<file path="config.mk">
export PLATFORM = sky130hd
export DESIGN_NAME = pulse_noise_envelope_sound_gen_flat
export DESIGN_NICKNAME = d
export VERILOG_FILES = /design/src/rtl/pnesg_pkg.sv /design/src/rtl/pnesg_item_if.sv /design/src/rtl/pnesg_sample_if.sv /design/src/rtl/pulse_noise_envelope_sound_gen.sv /design/src/flat_wrapper.sv
export SDC_FILE = /design/constraint.sdc
export NUM_CORES = 2
export LEC_CHECK = 0
export ABC_AREA = 1
export BUFFER_PORTS_ARGS = -buffer_cell sky130_fd_sc_hd__buf_4
export CAP_MARGIN = 20
export CORE_ASPECT_RATIO = 1.25
export CORE_MARGIN = 2
export CORE_UTILIZATION = 35
export DETAILED_ROUTE_END_ITERATION = 6
export PLACE_DENSITY = 0.49
export SYNTH_ARGS = -nofsm -noshare
export SYNTH_HDL_FRONTEND = slang
export SYNTH_SLANG_ARGS = --single-unit
export TNS_END_PERCENT = 100
</file>
<file path="constraint.sdc">
create_clock -name clk -period 20.8 [get_ports clk]
set_clock_uncertainty 0.15 [all_clocks]
set_input_delay 1.04 -clock clk [delete_from_list [all_inputs] [get_ports clk]]
set_output_delay 1.04 -clock clk [all_outputs]
set_load 0.01 [all_outputs]
</file>
<file path="src/rtl/pnesg_pkg.sv">
`timescale 1ns / 1ps
`default_nettype none
package pnesg_pkg;
	localparam int unsigned DefSampleBits = 8;
	localparam int unsigned MixGain = 274;
	localparam logic [15:0] TapsReset = 16'h2400;
	localparam logic [7:0] GateReset = 8'h7F;
	localparam logic [7:0] SetupReset = 8'h0F;
	localparam logic [7:0] FlagsReset = 8'h33;
	localparam logic OpWrite = 1'b0;
	localparam logic OpStep = 1'b1;
endpackage
`default_nettype wire

</file>
<file path="src/rtl/pnesg_item_if.sv">
`timescale 1ns / 1ps
`default_nettype none
interface pnesg_item_if;
	logic valid;
	logic ready;
	logic op;
	logic [7:0] reg_addr;
	logic [7:0] reg_data;
	modport source (output valid, op, reg_addr, reg_data, input ready);
	modport sink (input valid, op, reg_addr, reg_data, output ready);
endinterface
`default_nettype wire

</file>
<file path="src/rtl/pnesg_sample_if.sv">
`timescale 1ns / 1ps
`default_nettype none
interface pnesg_sample_if;
	logic valid;
	logic ready;
	logic [7:0] sample;
	modport source (output valid, sample, input ready);
	modport sink (input valid, sample, output ready);
endinterface
`default_nettype wire

</file>
<file path="src/rtl/pulse_noise_envelope_sound_gen.sv">
`timescale 1ns / 1ps
`default_nettype none
// channel   role    payload
// item_in   sink    op, reg_addr, reg_data
// smp_out   source  sample
// cfg       write   cfg_we, cfg_wdata (mute_mask)
// One item per cycle while the skid register is empty. A write updates the register map at the
// accepting edge; a step updates all generator state at its edge and places its sample in the output
// register at that edge, or in the skid register while the output stalls. A skid register keeps input
// ready while one sample waits. Reset sets all state but the sample payloads to reset values at once.
module pulse_noise_envelope_sound_gen
	import pnesg_pkg::*;
#(
	parameter int unsigned SAMPLE_BITS = DefSampleBits
) (
	input wire logic clk,
	input wire logic arst_n,
	pnesg_item_if.sink item_in,
	pnesg_sample_if.source smp_out,
	input wire logic cfg_we,
	input wire logic [4:0] cfg_wdata
);
	localparam int unsigned Shift = 20 - ((SAMPLE_BITS < 20) ? SAMPLE_BITS : 20);

	logic [15:0] tone_phase_q [6];
	logic [7:0] pitch_low_q [8];
	logic [15:0] step_size_q [8];
	logic [2:0] octave_sel_q [6];
	logic [7:0] env_octave_q, noise_gate_q, env_shape_q, env_flags_q;
	logic [7:0] duty_q [5];
	logic [7:0] volume_q [5];
	logic [7:0] setup_q [5];
	logic [15:0] taps_q, noise_shift_q, load_q;
	logic [15:0] env_phase_q [2];
	logic [7:0] env_level_q [2];
	logic [7:0] env_vol_q [2];
	logic [4:0] mute_q;

	logic [15:0] tone_phase_d [6];
	logic [15:0] step_size_d [8];
	logic [7:0] pitch_low_d [8];
	logic [2:0] octave_sel_d [6];
	logic [7:0] env_octave_d, noise_gate_d, env_shape_d, env_flags_d;
	logic [7:0] duty_d [5];
	logic [7:0] volume_d [5];
	logic [7:0] setup_d [5];
	logic [15:0] taps_d, noise_shift_d, load_d;
	logic [15:0] env_phase_d [2];
	logic [7:0] env_level_d [2];
	logic [7:0] env_vol_d [2];
	logic [7:0] mix_res;

	// output register and skid stage
	logic out_v_q, skid_v_q;
	logic [7:0] out_q, skid_q;
	logic take;
	assign item_in.ready = !skid_v_q;
	assign take = item_in.valid && item_in.ready;
	assign smp_out.valid = out_v_q;
	assign smp_out.sample = out_q;

	function automatic logic [15:0] scaled(input logic [7:0] v, input logic [2:0] oct);
		logic [16:0] t;
		t = {9'd0, v} << (4'd1 + {1'b0, oct});
		return t[15:0];
	endfunction

	// next state for one item
	always_comb begin
		logic [6:0] a;
		logic [7:0] d;
		logic [2:0] c;
		logic [23:0] add;
		logic [7:0] carry;
		logic [8:0] lsum;
		logic [7:0] s, v, ev, gate_n;
		logic [15:0] ph, ns;
		logic [16:0] np;
		logic [10:0] mix;
		logic [19:0] prod;
		tone_phase_d = tone_phase_q; step_size_d = step_size_q;
		pitch_low_d = pitch_low_q; octave_sel_d = octave_sel_q;
		env_octave_d = env_octave_q; noise_gate_d = noise_gate_q;
		env_shape_d = env_shape_q; env_flags_d = env_flags_q;
		duty_d = duty_q; volume_d = volume_q; setup_d = setup_q;
		taps_d = taps_q; noise_shift_d = noise_shift_q; load_d = load_q;
		env_phase_d = env_phase_q; env_level_d = env_level_q; env_vol_d = env_vol_q;
		mix = '0; prod = '0; mix_res = '0;
		a = item_in.reg_addr[6:0];
		d = item_in.reg_data;
		c = '0; add = '0; carry = '0; lsum = '0;
		s = '0; v = '0; ev = '0; gate_n = '0; ph = '0; ns = '0; np = '0;
		if (item_in.op == OpWrite) begin
			if (a <= 7'd5) begin
				pitch_low_d[a[2:0]] = d;
				step_size_d[a[2:0]] = scaled(d, octave_sel_q[a[2:0]]);
			end else if (a <= 7'd8) begin
				c = 3'((a - 7'd6) << 1);
				if (octave_sel_q[c] != d[2:0]) begin
					octave_sel_d[c] = d[2:0];
					step_size_d[c] = scaled(pitch_low_q[c], d[2:0]);
				end
				if (octave_sel_q[c + 3'd1] != d[6:4]) begin
					octave_sel_d[c + 3'd1] = d[6:4];
					step_size_d[c + 3'd1] = scaled(pitch_low_q[c + 3'd1], d[6:4]);
				end
				if (d[3]) tone_phase_d[c] = '0;
				if (d[7]) tone_phase_d[c + 3'd1] = '0;
			end else if (a <= 7'd13) begin
				duty_d[3'(a - 7'd9)] = d;
			end else if (a == 7'd14) begin
				taps_d[7:0] = d;
			end else if (a == 7'd15) begin
				taps_d[15:8] = d;
			end else if (a <= 7'd20) begin
				volume_d[3'(a - 7'd16)] = d;
			end else if (a <= 7'd25) begin
				setup_d[3'(a - 7'd21)] = d;
			end else if (a == 7'd26) begin
				load_d[7:0] = d;
			end else if (a == 7'd27) begin
				load_d[15:8] = d;
			end else if (a == 7'd28) begin
				env_flags_d = env_flags_q ^ ((env_shape_q ^ d) & 8'h44);
				if (d[3]) begin
					env_phase_d[0] = {load_q[7:0], 8'h00};
					env_level_d[0] = load_q[15:8];
					env_flags_d = (env_flags_d & ~8'h05) | (d & 8'h04);
				end
				if (d[7]) begin
					env_phase_d[1] = {load_q[7:0], 8'h00};
					env_level_d[1] = load_q[15:8];
					env_flags_d = (env_flags_d & ~8'h50) | (d & 8'h40);
				end
				env_shape_d = d;
			end else if (a <= 7'd30) begin
				pitch_low_d[3'(a - 7'd23)] = d;
				step_size_d[3'(a - 7'd23)] = scaled(d,
					(a == 7'd30) ? env_octave_q[6:4] : env_octave_q[2:0]);
			end else if (a == 7'd31) begin
				if ((env_octave_q[2:0] ^ d[2:0]) != 3'd0)
					step_size_d[6] = scaled(pitch_low_q[6], d[2:0]);
				if ((env_octave_q[6:4] ^ d[6:4]) != 3'd0)
					step_size_d[7] = scaled(pitch_low_q[7], d[6:4]);
				env_octave_d = d;
			end
		end else begin
			// envelopes: A then B, each in its own flag nibble
			for (int e = 0; e < 2; e++) begin
				if (!env_flags_d[4*e]) begin
					add = env_octave_q[3 + 4*e] ? {step_size_q[6+e], 8'h00}
						: {8'h00, step_size_q[6+e]};
					carry = 8'(({8'h00, env_phase_q[e]} + add) >> 16);
					env_phase_d[e] = 16'(env_phase_q[e] + add[15:0]);
					if (carry != 8'd0) begin
						lsum = {1'b0, env_level_q[e]} + {1'b0, carry};
						env_level_d[e] = lsum[7:0];
						env_vol_d[e] = lsum[7:0];
						if (lsum[8]) begin
							if (env_shape_q[1 + 4*e])
								env_flags_d[2 + 4*e] = !env_flags_d[2 + 4*e];
							if (env_shape_q[4*e]) begin
								env_vol_d[e] = 8'hFF;
								env_flags_d[4*e] = 1'b1;
							end
						end
						if (!env_flags_d[2 + 4*e]) env_vol_d[e] = ~env_vol_d[e];
					end
				end
			end
			// noise generator
			np = {1'b0, tone_phase_q[5]} + {1'b0, step_size_q[5]};
			tone_phase_d[5] = np[15:0];
			gate_n = noise_gate_q;
			if (np[16]) begin
				gate_n = noise_shift_q[0] ? 8'h7F : 8'hFF;
				ns = noise_shift_q >> 1;
				noise_shift_d = noise_shift_q[0] ? ns : (ns ^ taps_q);
			end
			noise_gate_d = gate_n;
			// channels and mix
			for (int k = 0; k < 5; k++) begin
				s = setup_q[k] & gate_n;
				ph = 16'(tone_phase_q[k] + step_size_q[k]);
				tone_phase_d[k] = ph;
				if (ph[15:8] < duty_q[k]) s[7] = 1'b1;
				v = 8'd0;
				if (s[7]) begin
					v = volume_q[k];
					if (s[6]) begin
						ev = s[5] ? 8'd0 : env_vol_d[s[4]];
						if (!volume_q[k][7]) ev = ev >> 1;
						v = ev;
					end
					v = 8'(v * s[1:0]);
				end
				if (!mute_q[k]) mix = mix + {3'd0, v};
			end
			prod = 20'(mix) * 20'(MixGain);
			mix_res = 8'(prod >> Shift);
		end
	end

	// state registers
	always_ff @(posedge clk or negedge arst_n) begin
		if (!arst_n) begin
			for (int i = 0; i < 6; i++) begin
				tone_phase_q[i] <= '0; octave_sel_q[i] <= '0;
			end
			for (int i = 0; i < 8; i++) begin
				pitch_low_q[i] <= '0; step_size_q[i] <= '0;
			end
			for (int i = 0; i < 5; i++) begin
				duty_q[i] <= '0; volume_q[i] <= '0; setup_q[i] <= SetupReset;
			end
			for (int i = 0; i < 2; i++) begin
				env_phase_q[i] <= '0; env_level_q[i] <= '0; env_vol_q[i] <= '0;
			end
			env_octave_q <= '0; noise_gate_q <= GateReset; env_shape_q <= '0;
			env_flags_q <= FlagsReset; taps_q <= TapsReset; noise_shift_q <= '0;
			load_q <= '0; mute_q <= '0;
		end else begin
			if (cfg_we) mute_q <= cfg_wdata;
			if (take) begin
				tone_phase_q <= tone_phase_d; octave_sel_q <= octave_sel_d;
				pitch_low_q <= pitch_low_d; step_size_q <= step_size_d;
				duty_q <= duty_d; volume_q <= volume_d; setup_q <= setup_d;
				env_phase_q <= env_phase_d; env_level_q <= env_level_d;
				env_vol_q <= env_vol_d; env_octave_q <= env_octave_d;
				noise_gate_q <= noise_gate_d; env_shape_q <= env_shape_d;
				env_flags_q <= env_flags_d; taps_q <= taps_d;
				noise_shift_q <= noise_shift_d; load_q <= load_d;
			end
		end
	end

	// result register with skid
	always_ff @(posedge clk or negedge arst_n) begin
		if (!arst_n) begin
			out_v_q <= 1'b0;
			skid_v_q <= 1'b0;
		end else begin
			if (!out_v_q || smp_out.ready) begin
				if (skid_v_q) begin
					out_v_q <= 1'b1;
					skid_v_q <= 1'b0;
				end else begin
					out_v_q <= take && (item_in.op == OpStep);
				end
			end else if (take && (item_in.op == OpStep)) begin
				skid_v_q <= 1'b1;
			end
		end
	end

	// result payload
	always_ff @(posedge clk) begin
		if (!out_v_q || smp_out.ready) begin
			out_q <= skid_v_q ? skid_q : mix_res;
		end
		if (out_v_q && !smp_out.ready && take) skid_q <= mix_res;
	end
endmodule
`default_nettype wire
</file>
<file path="src/flat_wrapper.sv">
// flat-port wrapper written by rule: the top's interface ports become plain ports
module pulse_noise_envelope_sound_gen_flat import pnesg_pkg::*;
#(
	parameter int unsigned SAMPLE_BITS = DefSampleBits
)
  (clk, arst_n, cfg_we, cfg_wdata, item_in_valid, item_in_op, item_in_reg_addr, item_in_reg_data, item_in_ready, smp_out_valid, smp_out_sample, smp_out_ready);
  pnesg_item_if item_in_i ();
  pnesg_sample_if smp_out_i ();
  input wire logic clk;
  input wire logic arst_n;
  input wire logic cfg_we;
  input wire logic [4:0] cfg_wdata;
  input wire logic [$bits(item_in_i.valid)-1:0] item_in_valid;
  input wire logic [$bits(item_in_i.op)-1:0] item_in_op;
  input wire logic [$bits(item_in_i.reg_addr)-1:0] item_in_reg_addr;
  input wire logic [$bits(item_in_i.reg_data)-1:0] item_in_reg_data;
  output wire logic [$bits(item_in_i.ready)-1:0] item_in_ready;
  output wire logic [$bits(smp_out_i.valid)-1:0] smp_out_valid;
  output wire logic [$bits(smp_out_i.sample)-1:0] smp_out_sample;
  input wire logic [$bits(smp_out_i.ready)-1:0] smp_out_ready;
  assign item_in_i.valid = item_in_valid;
  assign item_in_i.op = item_in_op;
  assign item_in_i.reg_addr = item_in_reg_addr;
  assign item_in_i.reg_data = item_in_reg_data;
  assign item_in_ready = item_in_i.ready;
  assign smp_out_valid = smp_out_i.valid;
  assign smp_out_sample = smp_out_i.sample;
  assign smp_out_i.ready = smp_out_ready;
  pulse_noise_envelope_sound_gen #(.SAMPLE_BITS(SAMPLE_BITS)) u_core (.clk(clk), .arst_n(arst_n), .item_in(item_in_i), .smp_out(smp_out_i), .cfg_we(cfg_we), .cfg_wdata(cfg_wdata));
endmodule
</file>
---- Word-level counts from Yosys, hierarchy flattened ----
Cells that the tools add are included.
storage, ports and cells
  memories ................................ 0
  memory bits (writable) .................. 0
  bits of input ports ..................... 27
  bits in latches ......................... 0
  memory bits (read-only) ................. 0
  flip-flop bits (word level) ............. 592
  logic and storage cells ................. 540
cells by class
  magnitude comparators ................... 30
  divide/modulo/power cells ............... 0
  bitwise logic cells ..................... 42
  $mul .................................... 6
  reductions and logical operators ........ 55
  equality and inequality tests ........... 39
  mux-type cells .......................... 270
  $add $sub $neg .......................... 26
  shift-type cells ........................ 6
operators with widths
  kind               count
  $mux 128           15
  $mux 96            9
  $mux 8             99
  $mux 64            11
  $bwmux 128         4
  $mux 32            13
  $mux 16            22
  $and 96x96->96     2
  $demux 16 s3       4
  $not 96->96        2
  $bwmux 64          2
  $bwmux 40          3
  $demux 8 s3        5
  $add 16x16->16     7
  $mux 11            9
  $shl 8x4->16       6
  $mux 18            5
  $mux 7             10
  $reduce_and 13->1  4
  $add 16x24->24     2
  $bmux 8 s3         2
  $mux 24            2
  $reduce_and 12->1  4
  $add 11x8->11      4
  other kinds (56)   228

---- Longest topological paths before layout ----
  depth in word-level cells ............... 39
  gate-level depth with buffers ........... 85

---- Worst setup path before layout ----
OpenSTA, ideal clock, no wires.
  path kind ............................... register to register
  start ................................... register u_core.env_octave_q[3]
  end ..................................... register u_core.out_q[6] (netlist: u_core.smp_out.sample[6]), data pin
  clock period less this slack ............ 11.913 ns
  cell stages (with the launch flop) ...... 76
  setup time .............................. 0.253 ns
  slack ................................... 8.887 ns
  buffers on the path ..................... 3
  arrival ................................. 11.510 ns
  path through ............................ dfrtp_1 > buf_6 > clkbuf_1 > clkbuf_1 > nor2_1 > ha_1 > fa_1 > nand2_1 > nand2_1 > nand2_1 > nand2_1 > nand2_1 > nand3_1 > nand2_2 > inv_1 > ha_1 > fa_1 > nand3_1 > [40 not listed] > ha_1 > o21ai_0 > a211oi_1 > xor2_1 > inv_1 > nor2_1 > nor2_1 > ha_1 > ha_1 > ha_1 > a21oi_1 > inv_1 > a31oi_1 > nor2_1 > a2111oi_0 > nand3_1 > nand3_1 > nand2_1
on the way
  word-level cells in the longest chain between the ends .. 39
ends and longest elaborated chain
  what                      RTL line                               RTL
  start: declaration        pulse_noise_envelope_sound_gen.sv:29   logic [7:0] env_octave_q, noise_gate_q, env_shape_q, env_flags_q;
  start signal: assignment  pulse_noise_envelope_sound_gen.sv:229  env_vol_q <= env_vol_d; env_octave_q <= env_octave_d;
  $mux 24 (*)               pulse_noise_envelope_sound_gen.sv:151  add = env_octave_q[3 + 4*e] ? {step_size_q[6+e], 8'h00}
  $add 16x24->24 (*)        pulse_noise_envelope_sound_gen.sv:153  carry = 8'(({8'h00, env_phase_q[e]} + add) >> 16);
  $add 8x8->9               pulse_noise_envelope_sound_gen.sv:156  lsum = {1'b0, env_level_q[e]} + {1'b0, carry};
  $mux 8                    pulse_noise_envelope_sound_gen.sv:162  if (env_shape_q[4*e]) begin
  $mux 8                    pulse_noise_envelope_sound_gen.sv:159  if (lsum[8]) begin
  $mux 8                    pulse_noise_envelope_sound_gen.sv:155  if (carry != 8'd0) begin
  $mux 8                    pulse_noise_envelope_sound_gen.sv:150  if (!env_flags_d[4*e]) begin
  $mux 8                    pulse_noise_envelope_sound_gen.sv:93   if (item_in.op == OpWrite) begin
  [23 not listed]           -
  $mux 11                   pulse_noise_envelope_sound_gen.sv:197  if (!mute_q[k]) mix = mix + {3'd0, v};
  $mux 11                   pulse_noise_envelope_sound_gen.sv:93
  $add 11x8->11             pulse_noise_envelope_sound_gen.sv:197
  $mux 11 (*)               pulse_noise_envelope_sound_gen.sv:197
  $mux 11 (*)               pulse_noise_envelope_sound_gen.sv:93
  $mul 11x8->19 (*)         pulse_noise_envelope_sound_gen.sv:199  prod = 20'(mix) * 20'(MixGain);
  $mux 8 (*)                pulse_noise_envelope_sound_gen.sv:93
  $mux 8 (*)                pulse_noise_envelope_sound_gen.sv:259  out_q <= skid_v_q ? skid_q : mix_res;
  end signal: assignment    pulse_noise_envelope_sound_gen.sv:259
  end: declaration          pulse_noise_envelope_sound_gen.sv:55   logic [7:0] out_q, skid_q;
Mark *: on every way between the ends. The rest lies on a longest branch, timed or not. The select of a mux whose other input is x is not followed.
A chain may end at the register's enable or synchronous reset.

---- Final worst setup path ----
  start ................................... register u_core.env_octave_q[7]
  end ..................................... register u_core.out_q[6] (netlist: u_core.smp_out.sample[6]), data pin
The elaborated chain is that of the path after synthesis.

==> impl_metrics.toml <==
[min_path]
hp-class = "primary input to async pin"

[cts]
cts_root_buffer = "clkbuf_16"
worstSkewPairLatency_ps = 670
cts_hold_buf = 0
cts_tree = "built"
clkTransAtPathRegs_ps = 70
htreeDepth = 3
cts_setup_buffers = 0
clockBufferDepth = 3
cts_buffers = 71
cts_sinks = 575
cts_resized = 0

[place]
place.gp.congestion = 1.01
dpl_cell_area_um2 = 44200
io_buffers = 35
dpl.hpwl_um = 115000
post-place-ws_ps = 6890

[status]
status = "complete, no violations"

[setup_path]
cp-startpoint = "u_core.env_octave_q[7]$_DFFE_PN0P_"
worstPathArrival_ps = 14190
r2r_start = "u_core.env_octave_q[7]$_DFFE_PN0P_"
crit_path_top_delay_cell = "dfrtp_1"
regToRegSetupSlack_ps = 6850
start_kind = "flop"
critical_path_class = "flop to flop"
slowest_delay_ps = 700
required_ps = 21050
worstSetupEndpointType = "flop"
r2r-end = "u_core.smp_out.sample[6]$_DFFE_PN_"
crit_fanout = 21
r2r_cells = 72
timing.critical_path.mode_cell = "nor2_1"

[power_and_ir_drop]
powerDensity_nw_per_um2 = 118
irDropWorstVdd_uv = 61.7
power.static_leakage_nw = 22.2
p_sw_mw = 2.40
combPwrFrac_pct = 46.3
seq_power_share_pct = 28.8
p_clk_share_pct = 24.9
power.total_mw = 5.49
p_sw_share_pct = 43.7
power.internal_mw = 3.09

[finish]
finalInstanceArea_um2 = 46700
final_layout_size_suffix_gt1_share_pct = 6.10
syn_to_final_growth_pct = 10.3
nets = 6219

[synthesis]
syn_inst = 5956
synth.avg_cell_area_um2 = 7.11
synth_warnings = 0
yosysSeqAreaShare_pct = 34.2
async_flop_share_pct = 97.2
synth-edff-count = 16
synth_ff_type = "dfrtp_1"
ys_ff_latch = 575
synth.cell_area_um2 = 42400
synth_nets = 6287
synthDistinctLibCells = 76

[timing]
finalSetupViolations = 0
setup_tns_ps = 0
timing.final.ws_setup_ps = 6850
rsz0062_at_grt = "false"
hold_viol = 0
fmax_mhz = 71.7
drv_slew = 0
final.period_utilization_pct = 67.1
slew_headroom_pct = 5.08
worst-slew-pin-transition_ps = 1420
fin_hold_ws_ps = 252
min_period_ps = 13950

[detailed_routing]
vias = 40000
wl_um = 156000
ant_nets = 0
drt_pre_antenna_iters = 6
drc = 0
drtIter0Drc = 3206
vias_per_cell = 5.31
wire_per_inst_um = 20.8

[grt]
grt_usage_pct = 25.3
antenna_found_initial = 6
grt_pass1_vias = 38400
grt.overflow.total = 0
grt_max_degree = 78
grt_pass1_wl_um = 238000

[floorplanning]
dieArea_um2 = 124000
fp.dieH_um = 393
pin_count = 37
coreArea_um2 = 120000
rows = 142
start_util_pct = 35.3
fp.dieW_um = 315

[flow_run]
cap_violations = 0
==> cells by family after synthesis <==
group | share of synthesized area [%]
DFF | 34.2
xor gates and xnor gates | 3.43
and+or+nand+nor | 23.7
buffers and inverters | 8.40
AOI/OAI and AO/OA | 20.5
muxes | 0.354
adders and majority gates | 9.33
==> cells in the final DEF (no fill, tap or decap), types with 13 or more instances in the layout <==
cell type and n:
buf_4 94, edfxtp_1 16, o211ai_1 47, o31ai_1 22
xnor2_1 58, nor2_1 576, mux2i_1 15, inv_2 16
nor3_1 42, dfstp_2 19, clkinv_2 13, ha_1 284
a21oi_1 296, clkbuf_16 76, clkbuf_1 13, nand2_2 20
nand2_1 1495, a211oi_1 23, nand3_1 176, clkinv_1 14
o22ai_1 114, o21bai_1 33, fa_1 20, inv_1 664
a22oi_1 40, nor2_2 24, a221oi_1 37, o221ai_1 27
o21ai_0 753, xor2_1 106, a31oi_1 52, nand4_1 30
dfrtp_1 540
==> worst max-delay path, delay by kind of cell, from the launching register on <==
kind / cells / cell delay [ps]
DFF: 1 / 700
buffers and inverters: 11 / 1190
adders and majority gates: 12 / 3740
xor gates and xnor gates: 2 / 530
AOI/OAI and AO/OA: 16 / 4010
and+or+nand+nor: 31 / 3310
==> cells in the mapped netlist, drive strengths merged, types with 32 or more instances <==
library cell,number,area [um2]
a221oi,37,324
o21ai,772,3890
o211ai,48,365
o21bai,33,248
clkbuf,191,717
inv,684,2570
nand3,190,1040
nand2,1520,5790
nand4,32,221
xor2,106,928
nor2,607,2360
ha,284,3550
o22ai,114,713
a31oi,53,338
buf,47,235
xnor2,59,524
nor3,48,270
a22oi,41,313
a21oi,298,1510
dfrtp,540,13500
==> power groups by stage <==
stage                     Combinational (mW)  Sequential, mW  Clock [mW]
final                                   2.55            1.58        1.37
after global placement                  2.51            1.60           0
after CTS                               2.55            1.58        1.40
after global routing                    2.91            1.62        1.45
after floorplan                         1.83            1.53           0
after detailed placement                2.54            1.60           0
==> area by class of cell <==
type / instances / area, um2
tap: 1584 / 1980
clock inverter: 34 / 482
timing repair buffer: 97 / 759
fill: 12700 / 73200
multi-input combinational: 4449 / 24400
antenna: 1 / 2.50
clock buffer: 97 / 2060
inverter: 694 / 2610
sequential: 575 / 14500
==> sequential cells by signal (all words and copies together) (netlist names), 4 cells and up <==
register / count
u_core.mute_q: 5
u_core.load_q: 16
u_core.smp_out.sample: 8
u_core.env_phase_q: 32
u_core.noise_shift_q: 16
u_core.duty_q: 40
u_core.env_octave_q: 8
u_core.step_size_q: 128
u_core.octave_sel_q: 18
u_core.pitch_low_q: 64
u_core.env_flags_q: 4
u_core.env_level_q: 16
u_core.tone_phase_q: 96
u_core.skid_q: 8
u_core.volume_q: 40
u_core.env_shape_q: 6
u_core.noise_gate_q: 6
u_core.setup_q: 30
u_core.taps_q: 16
u_core.env_vol_q: 16
==> worst max-delay path by stage <==
stage                                          to  slack (ps)  depth (start not counted)
2_1_floorplan  u_core.smp_out.sample[6]$_DFFE_PN_        8890                         75
3_3_place_gp   u_core.smp_out.sample[6]$_DFFE_PN_        6960                         72
3_5_place_dp   u_core.smp_out.sample[6]$_DFFE_PN_        6890                         73
4_1_cts        u_core.smp_out.sample[6]$_DFFE_PN_        6810                         73
5_1_grt        u_core.smp_out.sample[6]$_DFFE_PN_        5590                         71
6_report       u_core.smp_out.sample[6]$_DFFE_PN_        6850                         72
==> routing by layer <==
layer / up-vias / share of wire, % / GRT usage, %
li1: 19700 / - / -
met1: 19000 / 45 / 33.7
met4: 8 / 4.0 / 9.52
met3: 278 / 5.2 / 3.54
met2: 1029 / 46 / 41.4
met5: - / 0.036 / 0
==> per-stage QoR <==
step / utilization (%) / instances
2_1_floorplan: - / 5956
3_3_place_gp: 36.8 / 7394
3_5_place_dp: 36.8 / 7395
4_1_cts: 38.9 / 7526
5_1_grt: 39.0 / 7530
6_report: 39.0 / 7531
Note: power is estimated with default switching activity, not from simulation.
